`src/rtl/assert_macros.svh`:
```
// ---------------------------------------------------------------------------
// assert_macros.svh
// Concurrent assertion helpers, clocked on clk and disabled during reset.
// ---------------------------------------------------------------------------
`ifndef ASSERT_MACROS_SVH
`define ASSERT_MACROS_SVH

// Implication checked at every rising edge of clk.
`define TWS_ASSERT_IMP(lbl, ante, cons) \
    lbl: assert property (@(posedge clk) disable iff (!rst_n) (ante) |-> (cons)) \
        else $error("tws: implication check failed");

// Invariant checked at every rising edge of clk.
`define TWS_ASSERT_ALWAYS(lbl, cond) \
    lbl: assert property (@(posedge clk) disable iff (!rst_n) (cond)) \
        else $error("tws: invariant check failed");

`endif

```
`src/rtl/tws_ram.sv`:
```
// ---------------------------------------------------------------------------
// tws_ram
// Simple dual-port synchronous RAM, one write and one registered read port.
// ---------------------------------------------------------------------------
`default_nettype none

module tws_ram #(
    parameter int WIDTH = 8,
    parameter int DEPTH = 16
) (
    input  wire logic                     clk,
    input  wire logic                     we,
    input  wire logic [$clog2(DEPTH)-1:0] waddr,
    input  wire logic [WIDTH-1:0]         wdata,
    input  wire logic                     re,
    input  wire logic [$clog2(DEPTH)-1:0] raddr,
    output logic      [WIDTH-1:0]         rdata
);

    logic [WIDTH-1:0] mem [DEPTH];

    always_ff @(posedge clk)
    begin
        if (we)
        begin
            mem[waddr] <= wdata;
        end
    end

    always_ff @(posedge clk)
    begin
        if (re)
        begin
            rdata <= mem[raddr];
        end
    end

endmodule

`default_nettype wire

```
`config.mk`:
```
export PLATFORM = sky130hd
export DESIGN_NAME = tws_ram
export DESIGN_NICKNAME = d
export VERILOG_FILES = /design/src/rtl/assert_macros.svh /design/src/rtl/tws_ram.sv
export SDC_FILE = /design/constraint.sdc
export NUM_CORES = 1
export LEC_CHECK = 0
export ABC_CLOCK_PERIOD_IN_PS = 2960
export BUFFER_PORTS_ARGS = -buffer_cell sky130_fd_sc_hd__buf_4
export CORE_MARGIN = 4
export CORE_UTILIZATION = 50
export CTS_CLUSTER_DIAMETER = 150
export DETAILED_ROUTE_END_ITERATION = 8
export PLACE_DENSITY = 0.69
export SETUP_SLACK_MARGIN = 0.4
export SYNTH_ARGS = -nofsm -noshare
export SYNTH_HDL_FRONTEND = slang
export SYNTH_SLANG_ARGS = --single-unit
```
`constraint.sdc`:
```
create_clock -name clk -period 2.96 [get_ports clk]
set_input_delay 0.148 -clock clk [delete_from_list [all_inputs] [get_ports clk]]
set_output_delay 0.148 -clock clk [all_outputs]
set_load 0.005 [all_outputs]
```
==> impl_metrics.tcl <==
set metrics [dict create \
    status "complete, no violations" \
    dr.pass1.iters 5 \
    path_class "flop to flop" \
    place_area_um2 5550 \
    yosysSeqAreaShare_pct 78.1 \
    slew_headroom_pct 36.8 \
    arrival_ns 1.80 \
    cts_buffer_depth 2 \
    io_pins 27 \
    ant_nets 0 \
    routed_wl_um 9920 \
    cts_max_level 4 \
    hold_violations 0 \
    grt.total_usage_pct 18.6 \
    die_x_um 110 \
    vdd_drop_max_mv 0.336 \
    crit_path_end_kind "flop" \
    fmax_mhz 650 \
    busiest_layer "met2" \
    slew_violations 0 \
    drc 0 \
    root_buffer "clkbuf_8" \
    dp_hpwl_um 6130 \
    rsz0062_at_grt "no" \
    skew_ns 0.00897 \
    syn_area_um2 5230 \
    met1_usage_pct 25.5 \
    cp.required_ns 3.23 \
    die_area_um2 12200 \
    io_buffers 26 \
    use_met2_pct 28.2 \
    leakage_nw 2.09 \
    tritoncts "done" \
    gp_congestion 0.769 \
    yosysUniqueCellTypes 18 \
    path_max_fanout 1 \
    finalInstanceArea_um2 6240 \
    path_clk_slew_ns 0.06 \
    synth_warnings 0 \
    fillers 688 \
    grt_max_degree 33 \
    fin_nets 298 \
    crit_path_start_kind "flop" \
    insertion_delay_ns 0.52 \
    drive_gt1_share_pct 27.7 \
    setup_viol 0 \
    cts-resized-gates 0 \
    avgSynthCellArea_um2 22.8 \
    hp-class "input pin to flop" \
    grt_pass1_vias 2562 \
    rows 37 \
    layout_commonest_cell "edfxtp_1" \
    start_util_pct 51.1 \
    antenna_found_initial 0 \
    maxCapViolations 0 \
    min_period_ns 1.54 \
    cts_made_buffers 17 \
    vias 2475 \
    grt_use_met3_pct 5.59 \
    setup_tns_ns 0 \
    cts.sinks 136 \
    synth_nets 248 \
    drt_iter0_markers 185 \
    min_period_over_period_pct 52.0 \
    area_growth_pct 19.4 \
    die_height_um 110 \
    worst_slew_pin_slew_ns 0.944 \
    grt_pass1_wl_um 15400 \
    vias_per_cell 5.78 \
    final_cells 428 \
    core_um2 10200 \
    synthCells 229 \
    routedWlPerCell_um 23.2 \
    antennaDiodeCount 0 \
    ys_seq_elements 136 \
    final_cell_mix "edfxtp_1, buf_4, mux4_2" \
    powerDensity_nw_per_um2 719 \
    grt_overflow 0 \
    dp.cells 387 \
]
## registers in the layout, indices dropped and copies added, names as in the netlist
register	count
rdata	8
mem	128
## final cells by class
type / instances / area, um^2 / area share [%]
clock inverter: 15 / 184 / 2.95
multi-input combinational: 83 / 1060 / 16.9
clock buffer: 17 / 414 / 6.64
sequential: 136 / 4080 / 65.5
timing repair buffer: 41 / 330 / 5.29
tap: 136 / 170 / 2.73
## synthesized netlist by cell type, drive strengths merged
| library cell | count | area share (%) |
|---|---|---|
| and2b | 1 | 0.14 |
| nand3 | 1 | 0.096 |
| edfxtp | 136 | 78 |
| nand2 | 9 | 0.65 |
| or3b | 1 | 0.17 |
| nand2b | 2 | 0.24 |
| nor2b | 1 | 0.12 |
| clkdlybuf4s25 | 3 | 0.57 |
| nor3 | 4 | 0.38 |
| nand3b | 2 | 0.29 |
| nor2 | 13 | 0.93 |
| buf | 7 | 1.1 |
| mux4 | 32 | 15 |
| a22oi | 16 | 2.3 |
| and2 | 1 | 0.12 |
## worst paths after layout
path,startpoint,endpoint,slack [ns],cells past startpoint
hold / removal,waddr[0],mem[0][7],0.16,3
setup / recovery,mem[0][2],rdata[2],1.42,3
setup reg to reg,mem[0][2],rdata[2],1.42,3
hold reg to reg,mem[14][5],rdata[5],0.74,3
## what timing repair did
action | 4_1_cts | 5_1_grt
endpoints found under the setup margin | 0 | 0
buffers inserted | 0 | 0
hold buffers | 9 | 0
endpoints found under the hold margin | 136 | 0
## cell families after synthesis
group                  after synthesis  share of synthesized area (%)
AND/OR/NAND/NOR                     35                           3.14
multiplexers                        32                           14.8
AO/OA/AOI/OAI                       16                           2.30
buffers and inverters               10                           1.65
flip-flops                         136                           78.1
## stage by stage
| stage | total power, mW | util (%) | worst slack [ns] | hold slack [ns] |
|---|---|---|---|---|
| after floorplan | 2.33 | - | 1.32 | 0.247 |
| after global placement | 2.41 | 54.3 | 0.979 | 0.440 |
| after detailed placement | 2.42 | 54.3 | 0.974 | 0.457 |
| after CTS | 4.52 | 61.0 | 1.42 | 0.131 |
| after global routing | 4.64 | 61.0 | 1.36 | 0.137 |
| final | 4.49 | 61.0 | 1.42 | 0.162 |
## critical path: stages, from the launching register on
cell,delay (ns)
edfxtp_1,0.37
mux4_1,0.52
a22oi_1,0.29
nand2_1,0.11
## report_power, final
| group | internal, mW | switching (mW) |
|---|---|---|
| registers | 2.17 | 0.0125 |
| clock network | 1.35 | 0.745 |
| logic | 0.0952 | 0.111 |
## routing by layer
layer / up-vias / wire [um]
li1: 1089 / -
met1: 1270 / 4040
met2: 109 / 4990
met3: 7 / 790
met4: 0 / 97
met5: - / 0
No activity file was read; power rests on OpenSTA's default activity.
