File: src/rtl/assert_macros.svh
// ---------------------------------------------------------------------------
// assert_macros.svh
// Concurrent assertion helpers, clocked on clk and disabled during reset.
// ---------------------------------------------------------------------------
`ifndef ASSERT_MACROS_SVH
`define ASSERT_MACROS_SVH

// Implication checked at every rising edge of clk.
`define TWS_ASSERT_IMP(lbl, ante, cons) \
    lbl: assert property (@(posedge clk) disable iff (!rst_n) (ante) |-> (cons)) \
        else $error("tws: implication check failed");

// Invariant checked at every rising edge of clk.
`define TWS_ASSERT_ALWAYS(lbl, cond) \
    lbl: assert property (@(posedge clk) disable iff (!rst_n) (cond)) \
        else $error("tws: invariant check failed");

`endif

File: src/rtl/tws_pkg.sv
// ---------------------------------------------------------------------------
// tws_pkg
// Shared constants, request codes and structs of the trie word store.
// ---------------------------------------------------------------------------
`default_nettype none

package tws_pkg;

    localparam int NODE_COUNT = 1024;
    localparam int ALPHABET   = 26;

    localparam int NODE_W = $clog2(NODE_COUNT);
    localparam int FREE_W = $clog2(NODE_COUNT + 1);
    localparam int IDX_W  = (ALPHABET > 1) ? $clog2(ALPHABET) : 1;
    localparam int ROW_W  = ALPHABET * NODE_W;

    localparam logic [7:0] CHAR_A = 8'h61;
    localparam logic [7:0] CHAR_Z = 8'h7a;

    typedef enum logic [1:0] {
        REQ_INSERT   = 2'd0,
        REQ_SEARCH   = 2'd1,
        REQ_PREFIX   = 2'd2,
        REQ_RESERVED = 2'd3
    } req_t;

    typedef logic [ALPHABET-1:0][NODE_W-1:0] row_t;

    typedef struct packed {
        req_t             req;
        logic             has_char;
        logic             letter_ok;
        logic [IDX_W-1:0] idx;
        logic             last;
    } item_t;

    typedef struct packed {
        logic [NODE_W-1:0] cursor;
        logic [FREE_W-1:0] next_free;
        logic              failed;
        logic              overflow;
    } walk_t;

    typedef struct packed {
        walk_t walk;
        logic  row_we;
        row_t  row_wdata;
    } step_t;

endpackage

`default_nettype wire

File: src/rtl/tws_step.sv
// ---------------------------------------------------------------------------
// tws_step
// One walk step: follow or allocate the child of the current node.
// ---------------------------------------------------------------------------
`default_nettype none

module tws_step (
    input  wire tws_pkg::item_t item,
    input  wire tws_pkg::row_t  row,
    input  wire tws_pkg::walk_t walk,
    output tws_pkg::step_t      step
);
    import tws_pkg::*;

    always_comb
    begin
        logic [NODE_W-1:0] child;

        child          = row[item.idx];
        step.walk      = walk;
        step.row_we    = 1'b0;
        step.row_wdata = row;

        if (item.has_char && item.req == REQ_INSERT)
        begin
            if (item.letter_ok && !walk.overflow)
            begin
                if (child == '0)
                begin
                    if (walk.next_free >= FREE_W'(NODE_COUNT))
                    begin
                        step.walk.overflow = 1'b1;
                    end
                    else
                    begin
                        child                   = walk.next_free[NODE_W-1:0];
                        step.walk.next_free     = walk.next_free + FREE_W'(1);
                        step.row_wdata[item.idx] = child;
                        step.row_we             = 1'b1;
                    end
                end
                if (!step.walk.overflow)
                begin
                    step.walk.cursor = child;
                end
            end
        end
        else if (item.has_char && (item.req == REQ_SEARCH || item.req == REQ_PREFIX)
                 && !walk.failed)
        begin
            if (!item.letter_ok || child == '0)
            begin
                step.walk.failed = 1'b1;
            end
            else
            begin
                step.walk.cursor = child;
            end
        end
    end

endmodule

`default_nettype wire

File: config.mk
export PLATFORM = sky130hd
export DESIGN_NAME = tws_step
export DESIGN_NICKNAME = d
export VERILOG_FILES = /design/src/rtl/assert_macros.svh /design/src/rtl/tws_pkg.sv /design/src/rtl/tws_step.sv
export SDC_FILE = /design/constraint.sdc
export NUM_CORES = 1
export LEC_CHECK = 0
export ABC_AREA = 1
export ABC_CLOCK_PERIOD_IN_PS = 6100
export BUFFER_PORTS_ARGS = -buffer_cell sky130_fd_sc_hd__buf_2
export CAP_MARGIN = 10
export CORE_AREA = 2 2 226 228
export DETAILED_ROUTE_END_ITERATION = 6
export DIE_AREA = 0 0 228 230
export SYNTH_ARGS = -nofsm -noshare
export SYNTH_HDL_FRONTEND = slang
export SYNTH_SLANG_ARGS = --single-unit
File: constraint.sdc
create_clock -name vclk -period 6.1
set_clock_uncertainty 0.2 [all_clocks]
set_input_delay 0.915 -clock vclk [all_inputs]
set_output_delay 0.915 -clock vclk [all_outputs]
set_load 0.005 [all_outputs]
==> run_results.csv <==
group,metric,value,unit
layout,fin_nets,2195,
critical_path,cp.arrival,4.66,ns
placement,pre_cts_slack,0.2256,ns
timing,fin_ws,0.3268,ns
die,die_area,52440,um2
yosys,synth_area,6050,um2
routing,routed_via_density,4.421,
pwr,p_comb_frac,1.000,
die,ios,577,
routing,totalWireLength,66.49,mm
clock_network,cts_hold_buffers,0,
die,start_util,0.1213,
critical_path,path_class,"in2out",
pwr,p_clk_frac,0,
layout,seq_cells,0,
routing,wire_per_inst,25.77,um
placement,place_area,10060,um2
critical_path,cp_max_fo,25,
global_route,grt_first_pass_wirelength,87.37,mm
global_route,grt_pass1_vias,10710,
min_path,min_path_type,"in2out",
yosys,syn_inst,1322,
critical_path,crit_path_start_kind,"input pin",
routing,drc,0,
routing,drtIter0Drc,876,
die,rows,82,
timing,slew_viol_final,0,
timing,setup_tns,0,ns
timing,finalCriticalPeriod,5.773,ns
global_route,grt_usage,0.2390,
critical_path,cpPeakStageDelay,0.39,ns
timing,post-route-period-util,0.9464,
global_route,grt-ovfl-total,0,
critical_path,worstPathCellList,"buf_4 -> buf_4 -> nor2_2 -> buf_12 -> nand2_1 -> nand2_1 -> o21ai_1 -> nand3_1 -> nor2_1 -> nand2_1 -> nor2_1 -> nand2_2 -> nor2_8 -> inv_2 -> nor2_8 -> nand2_2 -> o21bai_1 -> buf_2",
routing,ant_nets,0,
layout,register_area,0,um2
die,fp.dieW,228,um
pwr,power.density,68.37,nW/um2
yosys,synth_xor_area_frac,0.01158,
layout,area_growth,66.76,%
layout,drive_above_1_share,0.3579,
global_route,grt_antenna_before_repair,22,
layout,fillers,6016,
layout,fin_area,10090,um2
layout,clock_buffer_count,0,
yosys,synth_fa_ha_area_frac,0.006205,
die,core_area,49860,um2
yosys,yosysWarnings,0,
placement,gp_congestion,0.9391,
timing,setup_viol,0,
clock_network,cts-resized-gates,0,
placement,port_buffers,576,
global_route,grt_max_degree,49,
critical_path,worstPathRequired,4.98,ns
yosys,synth_compound_area_frac,0.3173,
run_status,status,"finished clean",
timing,slew-limit-headroom,0.2265,
placement,hpwlAfterDp,54.39,mm
timing,whs,1.884,ns
routing,vias,11410,
yosys,synth_seq_area_share,0,
clock_network,postCtsSetupRepairBufs,0,
yosys,syn_nets,1618,
die,die_h,230,um
timing,rsz0062_at_grt,"false",
yosys,synth_top_family_by_area,"simple AND/OR/NAND/NOR gates",
timing,report.final.hold_viol_count,0,
timing,tightest_slew,1.151,ns
critical_path,endpoint_kind,"output pin",
critical_path,cp_common_cell,"nand2_1",
pwr,intPower,258.1,uW
pwr,ir_drop,0.00001668,V
pwr,swShare,0.6258,
yosys,syn_avg_cell_area,4.576,um2
yosys,synth-simple-area-share,0.4966,
yosys,synthMuxAreaShare,0,
pwr,switchingPower,431.6,uW
job,maxCapViolCount,0,
routing,drtPass1Iterations,6,
critical_path,critPathSlowestCell,"nand2_2",
yosys,yosysUniqueCellTypes,28,
timing,max_freq,173.2,MHz
pwr,power.share.sequential,0,
pwr,p_leak,5.938,nW
-- logic make-up (layout without fill, tap and decap cells) --
kind of cell | count (synthesis) | in the layout
adder cells (fa/ha/maj) | 3 | 3
buffers and inverters | 251 | 826
XOR/XNOR | 8 | 8
AND/OR/NAND/NOR | 749 | 749
other | 0 | 11
AO/OA/AOI/OAI | 311 | 311
-- cells in the mapped netlist, drive strengths merged --
cell | number | area [um2]
nand2 | 535 | 2043
inv | 177 | 666.9
o21bai | 143 | 1074
nor2 | 142 | 585.6
o21ai | 93 | 465.4
a21oi | 73 | 365.4
nand3 | 56 | 280.3
clkbuf | 39 | 146.4
buf | 32 | 193.9
nor3 | 8 | 45.04
xor2 | 8 | 70.07
nand4 | 6 | 37.54
clkinv | 3 | 11.26
ha | 3 | 37.54
nor4 | 2 | 12.51
o211ai | 1 | 7.510
o31ai | 1 | 7.510
-- power groups by stage --
stage	registers, mW	clock network (mW)	logic, mW
after floorplan	0	0	0.304
after global placement	0	0	0.688
after detailed placement	0	0	0.689
after CTS	0	0	0.692
after global routing	0	0.000000132	0.751
final	0	0.000000242	0.690
-- final cells by class --
cell class / count / area [um2] / share of cell area
inverter: 180 / 678.2 / 0.06722
multi-input combinational: 1071 / 5069 / 0.5024
tap: 672 / 840.8 / 0.08334
antenna: 11 / 27.53 / 0.002729
timing repair buffer: 646 / 3473 / 0.3443
-- final timing paths --
check,cells after the start,start,endpoint
worst min-delay path,4,row[101],step[101]
worst max-delay path,18,item[1],step[32]
-- layout by cell type (no fill, tap or decap), drive strengths merged --
cell type	count
nand2	535
ha	3
clkinv	3
diode	11
nor3	8
o211ai	1
o21ai	93
nand3	56
xor2	8
o21bai	143
nor2	142
a21oi	73
nand4	6
o31ai	1
nor4	2
inv	177
buf	646
-- per-layer routing --
| metal | GRT usage | wire length, um | vias to the layer above |
|---|---|---|---|
| met3 | 0.04229 | 4937 | 119 |
| met2 | 0.4146 | 31110 | 752 |
| met5 | 0 | 113 | - |
| met1 | 0.3009 | 27980 | 5210 |
| li1 | - | - | 5304 |
| met4 | 0.07047 | 2354 | 20 |
-- critical path: cells and delay by family --
family / cells / cell delay, ns
AOI/OAI and AO/OA: 2 / 0.62
and+or+nand+nor: 11 / 1.99
buffers and inverters: 5 / 1.09
-- per-stage QoR --
stage | total power, mW | instances | utilization
2_1_floorplan | 0.3040 | 1322 | -
3_3_place_gp | 0.6881 | 2569 | 0.2018
3_5_place_dp | 0.6892 | 2569 | 0.2018
4_1_cts | 0.6921 | 2569 | 0.2018
5_1_grt | 0.7515 | 2575 | 0.2021
6_report | 0.6898 | 2580 | 0.2023
No activity file was read; power rests on OpenSTA's default activity.
